--- config.mk ---
export PLATFORM = sky130hd
export DESIGN_NAME = named_value_table_core
export DESIGN_NICKNAME = d
export VERILOG_FILES = /design/src/design/nvt_pkg.sv /design/src/design/nvt_ctrl.sv /design/src/design/nvt_dp.sv /design/src/design/named_value_table_core.sv
export SDC_FILE = /design/constraint.sdc
export NUM_CORES = 2
export LEC_CHECK = 0
export BUFFER_PORTS_ARGS = -buffer_cell sky130_fd_sc_hd__buf_2
export CORE_MARGIN = 10
export CORE_UTILIZATION = 50
export CTS_CLUSTER_SIZE = 24
export DETAILED_ROUTE_END_ITERATION = 7
export PLACE_DENSITY_LB_ADDON = 0.3
export SYNTH_ARGS = -nofsm -noshare
export SYNTH_HDL_FRONTEND = slang
export SYNTH_SLANG_ARGS = --single-unit
--- constraint.sdc ---
create_clock -name i_clk -period 9.9 [get_ports i_clk]
set_input_delay 1.485 -clock i_clk [delete_from_list [all_inputs] [get_ports i_clk]]
set_output_delay 1.485 -clock i_clk [all_outputs]
set_load 0.02 [all_outputs]
--- src/design/nvt_pkg.sv ---
// nvt_pkg: shared constants, codes and controller/datapath structs for the
// named value table. No dependencies; used by every module of the block.

package nvt_pkg;

    localparam int ENTRIES   = 16;
    localparam int KEY_BYTES = 8;

    localparam int KEY_W     = 64;
    localparam int VALUE_W   = 32;
    localparam int CMD_W     = 2;
    localparam int STATUS_W  = 2;
    localparam int SLOT_W    = 4;
    localparam int COUNT_W   = 5;

    // entry index and occupancy widths follow from the table depth
    localparam int IDX_W     = (ENTRIES > 1) ? $clog2(ENTRIES) : 1;
    localparam int CNT_W     = $clog2(ENTRIES + 1);

    typedef enum logic [CMD_W-1:0] {
        CMD_SET   = 2'd0,
        CMD_GET   = 2'd1,
        CMD_CLEAR = 2'd2,
        CMD_ZERO  = 2'd3
    } t_op;

    typedef enum logic [STATUS_W-1:0] {
        ST_OK      = 2'd0,
        ST_EMPTY   = 2'd1,
        ST_FULL    = 2'd2,
        ST_MISSING = 2'd3
    } t_status;

    typedef enum logic [1:0] {
        FSM_IDLE = 2'd0,
        FSM_EXEC = 2'd1,
        FSM_SCAN = 2'd2,
        FSM_ZERO = 2'd3
    } t_state;

    typedef enum logic [2:0] {
        FIN_NONE  = 3'd0,
        FIN_EMPTY = 3'd1,
        FIN_CLEAR = 3'd2,
        FIN_ZERO  = 3'd3,
        FIN_HIT   = 3'd4,
        FIN_MISS  = 3'd5
    } t_finish;

    // controller to datapath
    typedef struct packed {
        logic    load;
        logic    scan_step;
        logic    zero_step;
        t_finish finish;
    } t_ctrl;

    // datapath to controller
    typedef struct packed {
        t_op  op;
        logic key_empty;
        logic hit;
        logic miss;
        logic sweep_done;
        logic out_free;
    } t_stat;

endpackage

--- src/design/nvt_ctrl.sv ---
// nvt_ctrl: sequencing state machine for the named value table.
// Depends on nvt_pkg; drives nvt_dp through t_ctrl and reads back t_stat.

module nvt_ctrl (
    input  logic           i_clk,
    input  logic           i_rst_n,
    input  logic           i_valid,
    input  nvt_pkg::t_stat i_stat,
    output logic           o_ready,
    output nvt_pkg::t_ctrl o_ctrl
);

    nvt_pkg::t_state r_state;
    nvt_pkg::t_state n_state;

    always_ff @(posedge i_clk) begin
        if (!i_rst_n) begin
            r_state <= nvt_pkg::FSM_IDLE;
        end else begin
            r_state <= n_state;
        end
    end

    always_comb begin
        n_state          = r_state;
        o_ready          = 1'b0;
        o_ctrl.load      = 1'b0;
        o_ctrl.scan_step = 1'b0;
        o_ctrl.zero_step = 1'b0;
        o_ctrl.finish    = nvt_pkg::FIN_NONE;
        unique case (r_state)
            nvt_pkg::FSM_IDLE: begin
                o_ready = 1'b1;
                if (i_valid) begin
                    o_ctrl.load = 1'b1;
                    n_state     = nvt_pkg::FSM_EXEC;
                end
            end
            nvt_pkg::FSM_EXEC: begin
                unique case (i_stat.op)
                    nvt_pkg::CMD_SET, nvt_pkg::CMD_GET: begin
                        if (i_stat.key_empty) begin
                            if (i_stat.out_free) begin
                                o_ctrl.finish = nvt_pkg::FIN_EMPTY;
                                n_state       = nvt_pkg::FSM_IDLE;
                            end
                        end else begin
                            n_state = nvt_pkg::FSM_SCAN;
                        end
                    end
                    nvt_pkg::CMD_CLEAR: begin
                        if (i_stat.out_free) begin
                            o_ctrl.finish = nvt_pkg::FIN_CLEAR;
                            n_state       = nvt_pkg::FSM_IDLE;
                        end
                    end
                    nvt_pkg::CMD_ZERO: begin
                        n_state = nvt_pkg::FSM_ZERO;
                    end
                    default: begin
                        n_state = nvt_pkg::FSM_IDLE;
                    end
                endcase
            end
            nvt_pkg::FSM_SCAN: begin
                o_ctrl.scan_step = 1'b1;
                if ((i_stat.hit || i_stat.miss) && i_stat.out_free) begin
                    o_ctrl.finish = i_stat.hit ? nvt_pkg::FIN_HIT : nvt_pkg::FIN_MISS;
                    n_state       = nvt_pkg::FSM_IDLE;
                end
            end
            nvt_pkg::FSM_ZERO: begin
                o_ctrl.zero_step = 1'b1;
                if (i_stat.sweep_done && i_stat.out_free) begin
                    o_ctrl.finish = nvt_pkg::FIN_ZERO;
                    n_state       = nvt_pkg::FSM_IDLE;
                end
            end
            default: begin
                n_state = nvt_pkg::FSM_IDLE;
            end
        endcase
    end

endmodule

--- src/design/nvt_dp.sv ---
// nvt_dp: key and value stores, scan pointer, occupancy count and result
// register of the named value table. Depends on nvt_pkg; steered by nvt_ctrl.

module nvt_dp (
    input  logic                            i_clk,
    input  logic                            i_rst_n,
    input  nvt_pkg::t_ctrl                  i_ctrl,
    input  logic [nvt_pkg::CMD_W-1:0]       i_command,
    input  logic [nvt_pkg::KEY_W-1:0]       i_key,
    input  logic [nvt_pkg::VALUE_W-1:0]     i_payload,
    input  logic                            i_stall,
    output nvt_pkg::t_stat                  o_stat,
    output logic                            o_valid,
    output logic [nvt_pkg::STATUS_W-1:0]    o_status,
    output logic [nvt_pkg::SLOT_W-1:0]      o_slot,
    output logic [nvt_pkg::VALUE_W-1:0]     o_read_value,
    output logic [nvt_pkg::COUNT_W-1:0]     o_entry_count
);

    logic [nvt_pkg::KEY_W-1:0]   key_mem [nvt_pkg::ENTRIES];
    logic [nvt_pkg::VALUE_W-1:0] value_mem [nvt_pkg::ENTRIES];

    nvt_pkg::t_op                r_op;
    logic [nvt_pkg::KEY_W-1:0]   r_key;
    logic [nvt_pkg::VALUE_W-1:0] r_payload;

    logic [nvt_pkg::CNT_W-1:0]   r_occ;
    logic [nvt_pkg::CNT_W-1:0]   n_occ;
    logic [nvt_pkg::CNT_W-1:0]   r_scan_idx;
    logic [nvt_pkg::IDX_W-1:0]   r_cmp_idx;
    logic                        r_cmp_vld;
    logic [nvt_pkg::KEY_W-1:0]   r_key_q;
    logic [nvt_pkg::VALUE_W-1:0] r_val_q;

    logic                        r_o_valid;
    nvt_pkg::t_status            r_status;
    nvt_pkg::t_status            n_status;
    logic [nvt_pkg::SLOT_W-1:0]  r_slot;
    logic [nvt_pkg::SLOT_W-1:0]  n_slot;
    logic [nvt_pkg::VALUE_W-1:0] r_rd;
    logic [nvt_pkg::VALUE_W-1:0] n_rd;
    logic [nvt_pkg::COUNT_W-1:0] r_count;

    logic [nvt_pkg::KEY_W-1:0]   norm_key;
    logic                        alive;
    logic                        hit;
    logic                        miss;
    logic                        scan_end;
    logic                        full;
    logic                        val_we;
    logic                        key_we;
    logic [nvt_pkg::IDX_W-1:0]   waddr;
    logic [nvt_pkg::VALUE_W-1:0] wdata;

    // name ends at its first zero byte, bytes past KEY_BYTES never count
    always_comb begin
        norm_key = '0;
        alive    = 1'b1;
        for (int b = 0; b < 8; b++) begin
            if (b < nvt_pkg::KEY_BYTES) begin
                alive = alive && (i_key[8*b +: 8] != 8'd0);
                if (alive) begin
                    norm_key[8*b +: 8] = i_key[8*b +: 8];
                end
            end
        end
    end

    assign scan_end = (r_scan_idx >= r_occ);
    assign hit      = r_cmp_vld && (r_key_q == r_key);
    assign miss     = !r_cmp_vld && scan_end;
    assign full     = (r_occ == nvt_pkg::CNT_W'(nvt_pkg::ENTRIES));

    assign o_stat.op         = r_op;
    assign o_stat.key_empty  = (r_key[7:0] == 8'd0);
    assign o_stat.hit        = hit;
    assign o_stat.miss       = miss;
    assign o_stat.sweep_done = scan_end;
    assign o_stat.out_free   = !r_o_valid || !i_stall;

    // result fields and store writes for the finishing command and the zero sweep
    always_comb begin
        n_status = nvt_pkg::ST_OK;
        n_slot   = '0;
        n_rd     = '0;
        n_occ    = r_occ;
        val_we   = 1'b0;
        key_we   = 1'b0;
        waddr    = r_scan_idx[nvt_pkg::IDX_W-1:0];
        wdata    = '0;
        unique case (i_ctrl.finish)
            nvt_pkg::FIN_NONE: begin
                // zero sweep writes one occupied entry a cycle
                if (i_ctrl.zero_step && !scan_end) begin
                    val_we = 1'b1;
                end
            end
            nvt_pkg::FIN_EMPTY: begin
                n_status = nvt_pkg::ST_EMPTY;
            end
            nvt_pkg::FIN_CLEAR: begin
                n_occ = '0;
            end
            nvt_pkg::FIN_ZERO: begin
                n_status = nvt_pkg::ST_OK;
            end
            nvt_pkg::FIN_HIT: begin
                n_slot = nvt_pkg::SLOT_W'(r_cmp_idx);
                if (r_op == nvt_pkg::CMD_GET) begin
                    n_rd = r_val_q;
                end else begin
                    val_we = 1'b1;
                    waddr  = r_cmp_idx;
                    wdata  = r_payload;
                end
            end
            nvt_pkg::FIN_MISS: begin
                if (r_op == nvt_pkg::CMD_GET) begin
                    n_status = nvt_pkg::ST_MISSING;
                end else if (full) begin
                    n_status = nvt_pkg::ST_FULL;
                end else begin
                    val_we = 1'b1;
                    key_we = 1'b1;
                    waddr  = r_occ[nvt_pkg::IDX_W-1:0];
                    wdata  = r_payload;
                    n_slot = nvt_pkg::SLOT_W'(r_occ);
                    n_occ  = nvt_pkg::CNT_W'(r_occ + 1'b1);
                end
            end
            default: begin
                n_status = nvt_pkg::ST_OK;
            end
        endcase
    end

    always_ff @(posedge i_clk) begin
        if (val_we) begin
            value_mem[waddr] <= wdata;
        end
        if (key_we) begin
            key_mem[waddr] <= r_key;
        end
        // a matched entry is held while its result waits for the output
        if (!hit) begin
            r_key_q <= key_mem[r_scan_idx[nvt_pkg::IDX_W-1:0]];
            r_val_q <= value_mem[r_scan_idx[nvt_pkg::IDX_W-1:0]];
        end
    end

    // control state
    always_ff @(posedge i_clk) begin
        if (!i_rst_n) begin
            r_occ      <= '0;
            r_scan_idx <= '0;
            r_cmp_vld  <= 1'b0;
            r_o_valid  <= 1'b0;
        end else begin
            if (i_ctrl.load) begin
                r_scan_idx <= '0;
                r_cmp_vld  <= 1'b0;
            end else if (i_ctrl.scan_step && !hit && !miss) begin
                // read issued now is compared next cycle
                r_cmp_vld <= !scan_end;
                if (!scan_end) begin
                    r_scan_idx <= nvt_pkg::CNT_W'(r_scan_idx + 1'b1);
                end
            end else if (i_ctrl.zero_step && !scan_end) begin
                r_scan_idx <= nvt_pkg::CNT_W'(r_scan_idx + 1'b1);
            end
            if (i_ctrl.finish != nvt_pkg::FIN_NONE) begin
                r_occ     <= n_occ;
                r_o_valid <= 1'b1;
            end else if (!i_stall) begin
                r_o_valid <= 1'b0;
            end
        end
    end

    // item and result payload
    always_ff @(posedge i_clk) begin
        if (i_ctrl.load) begin
            r_op      <= nvt_pkg::t_op'(i_command);
            r_key     <= norm_key;
            r_payload <= i_payload;
        end
        if (i_ctrl.scan_step && !hit && !miss && !scan_end) begin
            r_cmp_idx <= r_scan_idx[nvt_pkg::IDX_W-1:0];
        end
        if (i_ctrl.finish != nvt_pkg::FIN_NONE) begin
            r_status <= n_status;
            r_slot   <= n_slot;
            r_rd     <= n_rd;
            r_count  <= nvt_pkg::COUNT_W'(n_occ);
        end
    end

    assign o_valid       = r_o_valid;
    assign o_status      = r_status;
    assign o_slot        = r_slot;
    assign o_read_value  = r_rd;
    assign o_entry_count = r_count;

endmodule

--- src/design/named_value_table_core.sv ---
// named_value_table_core: fixed-capacity table of named 32-bit values.
// set and get scan the key store one entry a cycle through its read port, each
// read registered and then compared with the key; clear and empty key finish
// from the exec state, and zero-values sweeps the occupied entries.
// one item at a time; the next transfer can be taken in the same cycle that the result appears.
// reset clears the control state and the entry count; the stores are not swept
module named_value_table_core (
    input  logic                            i_clk,
    input  logic                            i_rst_n,
    input  logic                            i_valid,
    output logic                            o_stall,
    input  logic [nvt_pkg::CMD_W-1:0]       i_command,
    input  logic [nvt_pkg::KEY_W-1:0]       i_key,
    input  logic [nvt_pkg::VALUE_W-1:0]     i_payload,
    output logic                            o_valid,
    input  logic                            i_stall,
    output logic [nvt_pkg::STATUS_W-1:0]    o_status,
    output logic [nvt_pkg::SLOT_W-1:0]      o_slot,
    output logic [nvt_pkg::VALUE_W-1:0]     o_read_value,
    output logic [nvt_pkg::COUNT_W-1:0]     o_entry_count
);

    nvt_pkg::t_ctrl ctrl;
    nvt_pkg::t_stat stat;
    logic           ready;

    assign o_stall = !ready;

    nvt_ctrl u_ctrl (
        .i_clk   (i_clk),
        .i_rst_n (i_rst_n),
        .i_valid (i_valid),
        .i_stat  (stat),
        .o_ready (ready),
        .o_ctrl  (ctrl)
    );

    nvt_dp u_dp (
        .i_clk         (i_clk),
        .i_rst_n       (i_rst_n),
        .i_ctrl        (ctrl),
        .i_command     (i_command),
        .i_key         (i_key),
        .i_payload     (i_payload),
        .i_stall       (i_stall),
        .o_stat        (stat),
        .o_valid       (o_valid),
        .o_status      (o_status),
        .o_slot        (o_slot),
        .o_read_value  (o_read_value),
        .o_entry_count (o_entry_count)
    );

endmodule

==> out/summary.json <==
{
  "classification_of_the_worst_slack_hold_path": {"value": "flip-flop to flip-flop"},
  "die_w": {"value": 388.7, "unit": "um"},
  "met3RoutedLength": {"value": 11630, "unit": "um"},
  "worst-slew-pin-transition": {"value": 1.141, "unit": "ns"},
  "post_detailed_route_wirelength_per_cell": {"value": 29.98, "unit": "um"},
  "timing.hold.ws": {"value": 0.5141, "unit": "ns"},
  "cts-buffers-inserted": {"value": 171},
  "synth.net_count": {"value": 2986},
  "fmaxAchievable": {"value": 0.1676, "unit": "GHz"},
  "postSynthAreaPerCell": {"value": 23.65, "unit": "um2"},
  "worstSetupEndpointType": {"value": "flip-flop"},
  "synth_cell_type_count": {"value": 60},
  "power.density": {"value": 196.6, "unit": "nW/um2"},
  "cts_buffer_depth": {"value": 3},
  "critPathMaxFanout": {"value": 43},
  "timing.critical_path.slowest_stage_cell": {"value": "sky130_fd_sc_hd__nor2_4"},
  "layout-drive-gt1-share": {"value": 0.3030},
  "cts-resized-gates": {"value": 0},
  "reg_clk_slew_reported_paths": {"value": 0.07, "unit": "ns"},
  "power.share.clock": {"value": 0.420},
  "io_pins": {"value": 147},
  "leakagePower": {"value": 23.13, "unit": "nW"},
  "synth_seq_area_share": {"value": 0.7891},
  "dieHeight": {"value": 388.7, "unit": "um"},
  "ant_nets": {"value": 0},
  "cp_cell_sequence": {"value": "xnor2_1 -> nand2_1 -> nor4_1 -> and3_1 -> nand2_1 -> a221oi_2 -> nand3_1 -> nor2_4 -> buf_4"},
  "drt_pass1_iterations": {"value": 6},
  "ff_latch_area": {"value": 53660, "unit": "um2"},
  "most_common_cell_after_layout_fill_and_taps_aside": {"value": "sky130_fd_sc_hd__edfxtp_1"},
  "vdd_drop_max": {"value": 0.1791, "unit": "mV"},
  "p_seq_frac": {"value": 0.565},
  "maxCapViolCount": {"value": 0},
  "finalHoldViolCount": {"value": 0},
  "setup_slack": {"value": 3.932, "unit": "ns"},
  "synthFlopType": {"value": "sky130_fd_sc_hd__edfxtp_1"},
  "slew_viol_final": {"value": 0},
  "port_buffers": {"value": 146},
  "detailedPlacementHpwl": {"value": 80530, "unit": "um"},
  "wl_met2": {"value": 74050, "unit": "um"},
  "worstPathArrival": {"value": 6.37, "unit": "ns"},
  "number_of_hold_buffers_added_after_cts": {"value": 0},
  "placementRows": {"value": 135},
  "root_buffer": {"value": "sky130_fd_sc_hd__clkbuf_16"},
  "post-cts-setup-buffers": {"value": 0},
  "clock_latency": {"value": 0.79, "unit": "ns"},
  "layout.cells.most_common_list": {"value": "sky130_fd_sc_hd__edfxtp_1 (1,777), sky130_fd_sc_hd__mux4_2 (480), sky130_fd_sc_hd__clkbuf_16 (173)"},
  "critical_path_required": {"value": 10.30, "unit": "ns"},
  "gp_congestion": {"value": 0.8407},
  "run_status": {"value": "finished clean"},
  "fillerInstances": {"value": 9492},
  "floorplan.die_area": {"value": 151100, "unit": "um2"},
  "setup-violations-final": {"value": 0},
  "routed-via-count": {"value": 30990},
  "fin_crit": {"value": 5.968, "unit": "ns"},
  "floorplan.initialDensity": {"value": 0.5025},
  "power.net_switching": {"value": 2.998, "unit": "mW"},
  "synth-warning-count": {"value": 0},
  "postSynthCellCount": {"value": 2875},
  "maxUsedRoutingLayer": {"value": "met5"},
  "core-area": {"value": 135300, "unit": "um2"},
  "tritoncts": {"value": "built"},
  "nets": {"value": 3240},
  "initial_antenna_violation_count": {"value": 4},
  "wl": {"value": 151500, "unit": "um"},
  "detail_route.drc_violations": {"value": 0},
  "place_ws": {"value": 3.976, "unit": "ns"},
  "timing.reg2reg.setup_slack": {"value": 3.93, "unit": "ns"},
  "synth-edff-count": {"value": 1777},
  "global_route_wire_length_before_repair": {"value": 223700, "unit": "um"},
  "drt-initial-drc-count": {"value": 3999},
  "power.combinational.fraction": {"value": 0.015},
  "post_drt_via_cell_ratio": {"value": 6.132},
  "rsz0062_at_grt": {"value": "false"},
  "crit_type": {"value": "flip-flop to flip-flop"},
  "area_occupied_by_multi_input_gates": {"value": 13990, "unit": "um2"},
  "slew_margin_rel": {"value": 0.2394},
  "area_growth": {"value": 12.81, "unit": "%"},
  "async_reset_ff_frac": {"value": 0},
  "number_of_global_route_vias_before_repair": {"value": 32070},
  "grt_start_max_net_pins": {"value": 149},
  "finalClockSkew": {"value": 0.03804, "unit": "ns"},
  "final_min_period_over_clock_period": {"value": 0.6028},
  "clock_sink_count": {"value": 1791},
  "grt_overflow": {"value": 0},
  "worst_path_largest_cell_delay": {"value": 0.90, "unit": "ns"},
  "post_synth_instance_area": {"value": 67980, "unit": "um2"},
  "timing.critical_path.from_type": {"value": "flip-flop"},
  "critical-path-top-cell-by-count": {"value": "sky130_fd_sc_hd__nand2_1"},
  "cts_htree_levels": {"value": 4},
  "p_int": {"value": 12.08, "unit": "mW"},
  "netSwitchingFraction": {"value": 0.1989},
  "grt.total_usage": {"value": 0.2009},
  "met1_length": {"value": 62750, "unit": "um"},
  "timing.setup.tns": {"value": 0, "unit": "ns"},
  "ys_seq_elements": {"value": 1791}
}
## cell type report
class,instances,area share
Antenna cell,2,0.00006526
Sequential cell,1791,0.6997
Tap cell,1781,0.02906
Clock inverter,107,0.01305
Timing Repair Buffer,214,0.01651
Clock buffer,208,0.05816
Inverter,21,0.001060
Multi-Input combinational cell,930,0.1824
## worst paths after layout
check / startpoint / endpoint / cells past startpoint
worst max-delay path: u_dp.r_key[54] / u_dp.key_mem[8][6] / 9
worst min-delay path: u_dp.r_scan_idx[4] / u_dp.r_scan_idx[4] / 2
worst max register to register: u_dp.r_key[54] / u_dp.key_mem[8][6] / 9
worst min register to register: u_dp.r_scan_idx[4] / u_dp.r_scan_idx[4] / 2
## power groups by stage
| stage | clock network (mW) | registers [mW] | logic (mW) |
|---|---|---|---|
| floorplan | 0 | 8.64 | 0.106 |
| global placement | 0 | 8.66 | 0.225 |
| detailed placement | 0 | 8.68 | 0.228 |
| CTS | 6.44 | 8.51 | 0.231 |
| global route | 6.75 | 8.52 | 0.243 |
| finish | 6.33 | 8.51 | 0.228 |
## Yosys cell counts, types with 11 or more instances
cell type,number,area [um2]
sky130_fd_sc_hd__buf_1,36,135.1
sky130_fd_sc_hd__dfxtp_1,14,280.3
sky130_fd_sc_hd__clkbuf_1,91,341.6
sky130_fd_sc_hd__nand2b_1,19,118.9
sky130_fd_sc_hd__edfxtp_1,1777,53360
sky130_fd_sc_hd__nor2b_1,16,100.1
sky130_fd_sc_hd__nand3_1,11,55.05
sky130_fd_sc_hd__nand2_1,31,116.4
sky130_fd_sc_hd__inv_1,21,78.83
sky130_fd_sc_hd__nor2_1,47,176.4
sky130_fd_sc_hd__nand4_1,21,131.4
sky130_fd_sc_hd__mux4_2,480,10810
sky130_fd_sc_hd__nor3_1,11,55.05
sky130_fd_sc_hd__xnor2_1,44,385.4
sky130_fd_sc_hd__nor4_1,21,131.4
sky130_fd_sc_hd__and2_1,121,757.0
## metal layers
layer / global-route usage / vias up
met5: 0 / -
met4: 0.05113 / 2
met3: 0.03620 / 245
met2: 0.3193 / 1490
met1: 0.2899 / 16550
li1: - / 12710
## cells by family (layout without fill, tap and decap cells)
group,count (synthesis),in the layout,share of synthesized area
DFF,1791,1791,0.7891
other,0,2,0
buffers and inverters,154,550,0.008706
AOI/OAI and AO/OA,59,59,0.006681
muxes,485,485,0.1598
xor gates and xnor gates,53,53,0.006828
adders and majority gates,9,9,0.001656
and+or+nand+nor,324,324,0.02731
## flip-flops by register name, indices dropped and copies added (netlist names), 32 cells and up
signal	cells
u_dp.r_key	64
u_dp.value_mem	512
u_dp.r_key_q	64
u_dp.o_read_value	32
u_dp.r_val_q	32
u_dp.key_mem	1024
u_dp.r_payload	32
## stage by stage
step / power, mW / util / cells / area, um2
floorplan: 8.748 / - / 2875 / 67980
global placement: 8.887 / 0.5264 / 4737 / 71220
detailed placement: 8.904 / 0.5264 / 4737 / 71220
CTS: 15.18 / 0.5668 / 5052 / 76680
global route: 15.52 / 0.5668 / 5052 / 76680
finish: 15.08 / 0.5668 / 5054 / 76690
## critical path: cells and delay by family (launching register included)
family / cells / cell delay (ns)
compound gates: 1 / 0.44
flops: 1 / 0.61
xor+xnor: 1 / 0.59
simple gates: 6 / 3.06
buf+inv: 1 / 0.80
No activity file was read; power rests on OpenSTA's default activity.
